`src/hw/rtl/msd_pkg.sv`:
```
// Package for the descending merge-sort core: sizes, the link type
// between neighboring sort cells, cell control and the controller states.
// No dependencies.
package msd_pkg;

  localparam int CAPACITY = 64;
  localparam int DATA_W   = 32;
  localparam int CNT_W    = $clog2(CAPACITY + 1);

  localparam logic [CNT_W-1:0] CNT_CAP = CNT_W'(CAPACITY);
  localparam logic [CNT_W-1:0] CNT_ONE = CNT_W'(1);

  // What one cell shows its neighbors.
  typedef struct packed {
    logic              valid;
    logic              keep;   // valid and value >= broadcast value
    logic [DATA_W-1:0] value;
  } link_t;

  // Common control broadcast to every cell.
  typedef struct packed {
    logic insert;
    logic shift;
  } cell_ctrl_t;

  typedef enum logic [1:0] {
    ST_LOAD  = 2'b01,
    ST_DRAIN = 2'b10
  } state_t;

endpackage

```
`src/hw/rtl/msd_cell.sv`:
```
// One cell of the sorting chain: holds one value and its valid bit.
// Depends on msd_pkg.
module msd_cell
  import msd_pkg::*;
(
  input  logic              clk,
  input  logic              rst_n,
  input  cell_ctrl_t        ctrl_i,
  input  logic [DATA_W-1:0] din_i,
  input  link_t             prev_i,
  input  link_t             next_i,
  output link_t             link_o
);

  logic              valid_r;
  logic              valid_nxt;
  logic [DATA_W-1:0] value_r;
  logic [DATA_W-1:0] value_nxt;
  logic              keep;

  assign keep = valid_r && ($signed(value_r) >= $signed(din_i));

  assign link_o = '{valid: valid_r, keep: keep, value: value_r};

  // On a shift each cell takes the next cell's value. On an insert a cell keeps
  // its value when it holds one not smaller than the new one; the first cell
  // that does not keep takes the new value, and the rest move one place down.
  always_comb begin
    valid_nxt = valid_r;
    value_nxt = value_r;
    if (ctrl_i.shift) begin
      valid_nxt = next_i.valid;
      value_nxt = next_i.value;
    end else if (ctrl_i.insert && !keep) begin
      if (prev_i.keep) begin
        valid_nxt = 1'b1;
        value_nxt = din_i;
      end else begin
        valid_nxt = prev_i.valid;
        value_nxt = prev_i.value;
      end
    end
  end

  always_ff @(posedge clk) begin
    if (!rst_n) begin
      valid_r <= 1'b0;
    end else begin
      valid_r <= valid_nxt;
    end
  end

  always_ff @(posedge clk) begin
    value_r <= value_nxt;
  end

endmodule

```
`config.mk`:
```
export PLATFORM = sky130hd
export DESIGN_NAME = msd_cell
export DESIGN_NICKNAME = d
export VERILOG_FILES = /design/src/hw/rtl/msd_pkg.sv /design/src/hw/rtl/msd_cell.sv
export SDC_FILE = /design/constraint.sdc
export NUM_CORES = 1
export LEC_CHECK = 0
export BUFFER_PORTS_ARGS = -buffer_cell sky130_fd_sc_hd__buf_2
export CAP_MARGIN = 5
export CORE_AREA = 5 5 78 80
export CTS_CLUSTER_DIAMETER = 80
export CTS_CLUSTER_SIZE = 40
export DETAILED_ROUTE_END_ITERATION = 7
export DIE_AREA = 0 0 83 85
export MAX_ROUTING_LAYER = met4
export PLACE_DENSITY_LB_ADDON = 0.08
export SETUP_SLACK_MARGIN = 0.05
export SYNTH_ARGS = -nofsm -noshare
export SYNTH_HDL_FRONTEND = slang
export SYNTH_SLANG_ARGS = --single-unit
```
`constraint.sdc`:
```
create_clock -name clk -period 6.9 [get_ports clk]
set_clock_uncertainty 0.1 [all_clocks]
set_input_delay 0.69 -clock clk [delete_from_list [all_inputs] [get_ports clk]]
set_output_delay 0.69 -clock clk [all_outputs]
set_load 0.005 [all_outputs]
```
Yosys cells after proc, flatten, opt, wreduce, memory -nomap -nowiden
Cells that the tools add are included.
{"block": "op_classes", "magnitude_cmp": 1, "reduce_logical": 4, "mux": 6}
{"op": "$mux W32", "count": 3}
{"op": "$ge A32 B32 Y1", "count": 1}
{"op": "$mux W1", "count": 3}
{"op": "$logic_and A1 B1 Y1", "count": 2}
{"op": "$reduce_bool A2 Y1", "count": 1}
{"op": "$logic_not A1 Y1", "count": 1}
{"block": "word_totals", "word_cells": 13, "regBits": 33}

Logic depth before layout (Yosys ltp)
Gate-level depths: netlist of the first run.
{"block": "depth", "word_depth": 6, "depth_mapped": 9}

Worst setup path after synthesis of the first run
OpenSTA, ideal clock, no wires.
{"block": "synth_path", "kind": "in2reg", "startpoint": "input port din_i[25]", "endpoint": "register value_r[0] (enable)", "arrival_time_ns": 3.073, "required_time_ns": 6.404, "n_path_buf": 0, "stages": 8, "path_slack_ns": 3.331, "cell_sequence": "inv_1 ha_1 a21o_1 a221o_1 a211oi_2 o22ai_1 a211oi_2 a311o_1"}
{"block": "synth_between", "elab_chain_len": 5}
{"element": "from (decl)", "line_no": "msd_cell.sv:9", "source": "input logic [DATA_W-1:0] din_i,"}
{"element": "$ge A32 B32 Y1", "line_no": "msd_cell.sv:21", "source": "assign keep = valid_r && ($signed(value_r) >= $signed(din_i));"}
{"element": "$logic_and A1 B1 Y1", "line_no": "msd_cell.sv:21"}
{"element": "$logic_not A1 Y1", "line_no": "msd_cell.sv:34", "source": "end else if (ctrl_i.insert && !keep) begin"}
{"element": "$logic_and A1 B1 Y1", "line_no": "msd_cell.sv:34"}
{"element": "$reduce_bool A2 Y1 (no source line)"}
{"element": "to (signal assigned)", "line_no": "msd_cell.sv:54", "source": "value_r <= value_nxt;"}
{"element": "to (decl)", "line_no": "msd_cell.sv:17", "source": "logic [DATA_W-1:0] value_r;"}
Every way passes these cells.
A chain may end at the register's enable or synchronous reset.

==> impl_metrics.json, run 1 <==
{
  "grt_max_degree": 69,
  "crit_path_max_incr_delay_ns": 0.35,
  "rsz0062_at_grt": "false",
  "cp_data_arrival_time_ns": 2.67,
  "clk_latency_ns": 0.28,
  "drv_cap": 0,
  "fin_crit_sh_pct": 50.1,
  "cp.required_ns": 6.11,
  "cts_made_buffers": 5,
  "antennaDiodeCount": 0,
  "antenna_left": 0,
  "grt_usage_pct": 18.4,
  "layout_setup_ws_ns": 3.44,
  "synth-warning-count": 0,
  "htree_levels": 2,
  "setup_tns_ns": 0,
  "max_slew.worst_pin.slew_ns": 1.01,
  "die_w_um": 83,
  "cts_tree": "done",
  "syn_to_final_growth_pct": 31.4,
  "fin_crit_ns": 3.46,
  "antenna_found_initial": 0,
  "via_per_inst": 5.02,
  "hpwl_um": 5030,
  "synth_simple_gate_area_share_pct": 10.8,
  "end_kind": "output port",
  "max_freq_mhz": 289,
  "synth_cell_types": 30,
  "io_pins": 138,
  "routabilityCongestion": 0.720,
  "synthAdderAreaFrac_pct": 15.9,
  "final_cell_mix": "buf_2, nand2_1, o21ai_0, inv_1",
  "total_power_uw": 579,
  "seq_area_frac_synth_pct": 38.9,
  "port_buffers": 136,
  "synth_compound_gate_area_share_pct": 14.3,
  "cts_hold_buf": 0,
  "syn_avg_cell_area_um2": 9.55,
  "use_met1_pct": 20.1,
  "avgRoutedWirePerCell_um": 13.8,
  "synth_area_um2": 2520,
  "slew_violations": 0,
  "clkSlewWorstSetupHoldPaths_ns": 0.07,
  "async_flop_share_pct": 0,
  "cts_resized": 0,
  "syn-num-nets": 400,
  "synth_edf_count": 32,
  "fillCellCount": 487,
  "gr-usage-met3_pct": 6.12,
  "drive_above_1_share_pct": 36.7,
  "final_nets": 530,
  "r2r_cells": 7,
  "p_leak_nw": 1.77,
  "crit_top_cell": "buf_2",
  "grt_overflow": 0,
  "cts.path.max_buffers": 2,
  "setup.worst_path.start_class": "primary input",
  "busiest_layer": "met2",
  "setup_viol": 0,
  "hold_depth": 2,
  "worst_path_max_delay_cell": "a221o_1",
  "first_iter_violations": 63,
  "p_per_area_nw_per_um2": 175,
  "synth_top_family_by_area": "adder cells",
  "peakVddDrop_uv": 93.7,
  "netlist_instances": 264,
  "grt_pass1_wl_um": 10300,
  "ys_ff_latch": 33,
  "cts_sinks": 33,
  "finalWirelength_um": 6470,
  "row_count": 27,
  "vias": 2345,
  "mostFrequentLayoutCell": "buf_2",
  "worstPathCellList": "buf_2 -> inv_1 -> ha_1 -> a21oi_1 -> o21ai_0 -> a221o_1 -> o31a_1 -> a211oi_2 -> a21boi_0 -> buf_2",
  "clockRootBuffer": "clkbuf_8",
  "dominantRegCellSynth": "edfxtp_1",
  "final_hold_viol_count": 0,
  "min_path_type": "reg2reg",
  "critical_path_class": "in2out",
  "post_cts_buffers": 0,
  "core-area_um2": 5340,
  "muxShareOfSynthArea_pct": 12.7,
  "grtUsageMet2_pct": 32.4,
  "die_area_um2": 7060,
  "status": "finished, final reports clean",
  "drtPass1Iterations": 4,
  "grt_pass1_vias": 2302,
  "critical_path.max_fanout": 3,
  "fp.dieH_um": 85,
  "slew_headroom_pct": 32.8,
  "drc_errors": 0,
  "yosys.area_share.xor_xnor_pct": 0,
  "pre_cts_slack_ns": 3.22,
  "start_util_pct": 47.3
}
==> sequential cells by signal (all words and copies together), names as in the netlist <==
signal / cells
valid_r: 1
value_r: 32
==> final timing paths <==
check,start,slack [ns],endpoint
max,din_i[7],3.44,link_o[32]
min,valid_r,0.43,valid_r
max reg2reg,value_r[7],3.69,value_r[0]
min reg2reg,valid_r,0.43,valid_r
==> layout make-up <==
cell class / count / area, um^2 / share of cell area (%)
Clock buffer: 5 / 68.8 / 2.08
Clock inverter: 3 / 12.5 / 0.377
Inverter: 34 / 128 / 3.85
Multi-Input combinational cell: 184 / 1360 / 40.9
Sequential cell: 33 / 981 / 29.6
Tap cell: 72 / 90.1 / 2.72
Timing Repair Buffer: 136 / 681 / 20.5
==> critical path: cells and delay by family <==
family	cells	cell delay, ns
AOI/OAI and AO/OA	6	1.36
buffers and inverters	3	0.28
adders and majority gates	1	0.32
==> where the power goes <==
group          internal [mW]  switching [mW]
sequential             0.253          0.0130
combinational         0.0846          0.0883
clock                 0.0679          0.0726
==> cells in the mapped netlist, types with 2 or more instances <==
library cell / count / area, um^2
inv_1: 34 / 128
a221oi_1: 2 / 17.5
buf_2: 3 / 15.0
nor2b_1: 2 / 12.5
a21o_1: 2 / 15.0
nand2_1: 37 / 139
edfxtp_1: 32 / 961
and4_1: 4 / 35.0
nand3_1: 5 / 25.0
ha_1: 32 / 400
a21oi_1: 12 / 60.1
a211oi_2: 2 / 25.0
clkbuf_1: 8 / 30.0
nor2_1: 3 / 11.3
buf_4: 2 / 15.0
a221o_1: 2 / 20.0
nand4_1: 4 / 25.0
mux2i_1: 32 / 320
o21ai_0: 35 / 175
==> metrics by stage <==
stage / hold slack, ns / utilization [%] / instances / instance area, um^2
after floorplan: 0.385 / - / 264 / 2520
after global placement: 0.417 / 60.6 / 459 / 3230
after detailed placement: 0.419 / 60.6 / 459 / 3230
after CTS: 0.429 / 62.1 / 467 / 3320
after global routing: 0.456 / 62.1 / 467 / 3320
final: 0.430 / 62.1 / 467 / 3320
==> metal layers <==
layer / vias up / part of all wire (%)
li1: 1208 / -
met1: 1051 / 41
met2: 80 / 50
met3: 6 / 8.2
met4: 0 / 0.97
met5: - / 0
==> kinds of logic after synthesis <==
group           Yosys count
compound gates           61
fa+ha+maj                32
buf+inv                  47
flops                    33
mux                      32
simple gates             59
Note: power is estimated with default switching activity, not from simulation.
==> inputs of run 2 (changes only) <==
--- a/config.mk
+++ b/config.mk
@@ -7,11 +7,11 @@
 export LEC_CHECK = 0
 export BUFFER_PORTS_ARGS = -buffer_cell sky130_fd_sc_hd__buf_2
 export CAP_MARGIN = 5
-export CORE_AREA = 5 5 78 80
+export CORE_AREA = 5 5 81 83
 export CTS_CLUSTER_DIAMETER = 80
 export CTS_CLUSTER_SIZE = 40
 export DETAILED_ROUTE_END_ITERATION = 7
-export DIE_AREA = 0 0 83 85
+export DIE_AREA = 0 0 86 88
 export MAX_ROUTING_LAYER = met4
 export PLACE_DENSITY_LB_ADDON = 0.08
 export SETUP_SLACK_MARGIN = 0.05
==> constraint.sdc (replaced) <==
create_clock -name clk -period 3.5 [get_ports clk]
set_clock_uncertainty 0.1 [all_clocks]
set_input_delay 0.35 -clock clk [delete_from_list [all_inputs] [get_ports clk]]
set_output_delay 0.35 -clock clk [all_outputs]
set_load 0.005 [all_outputs]
==> run 2 against run 1 <==
Hold slack worse by 0.24 ns. Worst setup slack worse by 2.9 ns. Largest cell class unchanged. Critical endpoint unchanged. Largest power group unchanged. Critical path depth is 2 lower. Sequential share of layout area is 0.33 points lower. Final cell count is 1.3% higher. Highest routed layer unchanged.
==> impl_metrics.json, run 2 (same netlist as run 1, synthesis figures left out) <==
{
  "p_per_area_nw_per_um2": 342,
  "die_area_um2": 7570,
  "fp.dieH_um": 88,
  "top_regs": "value_r: 32 flops, valid_r: 1 flops",
  "hold_start": "rst_n",
  "antenna_left": 0,
  "min_to": "valid_r",
  "p_sw_share_pct": 29.3,
  "top_register": "value_r",
  "core-area_um2": 5780,
  "critical_path.max_fanout": 3,
  "power_switching_uw": 336,
  "drtPass1Iterations": 3,
  "rr_startpoint": "value_r[25]",
  "p_leak_nw": 1.79,
  "final_nets": 533,
  "clockRootBuffer": "clkbuf_8",
  "min_path_type": "in2reg",
  "reg2reg_setup_slack_ns": 0.68,
  "internal-power_uw": 809,
  "placed_area_um2": 3270,
  "slew_violations": 0,
  "grt_max_degree": 53,
  "grt_pass1_wl_um": 10100,
  "fin_crit_ns": 2.95,
  "max_slew.worst_pin.slew_ns": 0.704,
  "postLayoutCoreUtil_pct": 58.0,
  "row_count": 28,
  "status": "finished, final reports clean",
  "avgRoutedWirePerCell_um": 13.4,
  "max_freq_mhz": 339,
  "layout_setup_ws_ns": 0.554,
  "io_pins": 138,
  "cts_hold_buf": 0,
  "grt_pass1_vias": 2241,
  "antenna_found_initial": 0,
  "port_buffers": 136,
  "pre_cts_slack_ns": 0.535,
  "peakVddDrop_uv": 181,
  "start_util_pct": 43.6,
  "finalWirelength_um": 6340,
  "vias": 2289,
  "p_clk_share_pct": 24.3,
  "startpoint": "value_r[25]",
  "setup.worst_path.start_class": "flip-flop",
  "combPwrFrac_pct": 30.0,
  "syn_to_final_growth_pct": 32.9,
  "largest_reg_flops": 32,
  "final_cell_mix": "buf_2, nand2_1, o21ai_0, inv_1",
  "clkSlewWorstSetupHoldPaths_ns": 0.07,
  "cp.required_ns": 3.05,
  "setup_viol": 0,
  "hold_depth": 3,
  "grt_usage_pct": 17.5,
  "die_w_um": 86,
  "slew_headroom_pct": 53.0,
  "htree_levels": 2,
  "cts_sinks": 33,
  "drv_cap": 0,
  "critical_path_class": "reg2out",
  "cts.path.max_buffers": 2,
  "post_cts_buffers": 0,
  "rsz0062_at_grt": "false",
  "clk_latency_ns": 0.28,
  "cts_tree": "done",
  "r2r_cells": 8,
  "antennaDiodeCount": 0,
  "hpwl_um": 5130,
  "seq_power_share_pct": 45.7,
  "fin_crit_sh_pct": 84.2,
  "end_kind": "output port",
  "setup_tns_ns": 0,
  "drc_errors": 0,
  "grt_overflow": 0,
  "cts_resized": 0,
  "final_hold_viol_count": 0,
  "total_power_mw": 1.15,
  "first_iter_violations": 85,
  "reg2reg_to": "value_r[0]",
  "cts_made_buffers": 5,
  "via_per_inst": 4.84,
  "routabilityCongestion": 0.723,
  "mostFrequentLayoutCell": "buf_2",
  "drive_above_1_share_pct": 36.9,
  "cp_data_arrival_time_ns": 2.50,
  "final_area_um2": 3350
}
run 2: changes by cell type in the layout (fill, tap and decap cells not counted):
cell and change:
clkbuf_1 +3, clkinv_1 -2, buf_12 +1, buf_4 +2
clkinv_2 -1
run 2: final cells by class:
class	instances	area [um^2]
Fill cell	563	2430
Sequential cell	33	981
Tap cell	75	93.8
Clock buffer	8	80.1
Multi-Input combinational cell	184	1360
Timing Repair Buffer	139	716
Inverter	34	128
run 2: critical path, stage by stage, from the launching register on:
cell,delay (ns)
edfxtp_1,0.40
ha_1,0.30
a21o_1,0.18
a221o_1,0.33
a211oi_2,0.28
o22ai_1,0.12
a211oi_2,0.33
a21boi_0,0.14
buf_2,0.15
run 2: per-stage QoR:
step	instances	hold WS (ns)
2_1_floorplan	264	0.368
3_3_place_gp	465	0.414
3_5_place_dp	465	0.430
4_1_cts	473	0.183
5_1_grt	473	0.193
6_report	473	0.190
run 2: worst max-delay path by stage:
stage	endpoint	slack (ns)	cells after the start
after CTS	link_o[32]	0.50	8
after floorplan	value_r[0]	0.25	7
after global placement	value_r[13]	0.57	10
after detailed placement	value_r[11]	0.54	10
after global routing	link_o[32]	0.38	8
final	link_o[32]	0.55	8
run 2: power by group through the flow:
stage               sequential, mW  combinational, mW  clock [mW]
global placement             0.530              0.344           0
finish                       0.524              0.343       0.278
detailed placement           0.533              0.348           0
global route                 0.531              0.394       0.304
floorplan                    0.537              0.182           0
CTS                          0.524              0.351       0.287
run 2: layer usage:
layer | up-vias | GRT usage (%) | part of all wire [%]
li1 | 1210 | - | -
met1 | 996 | 20.3 | 40
met5 | - | - | 0
met2 | 75 | 30.1 | 50
met4 | 0 | 5.47 | 1.3
met3 | 8 | 3.86 | 8.3
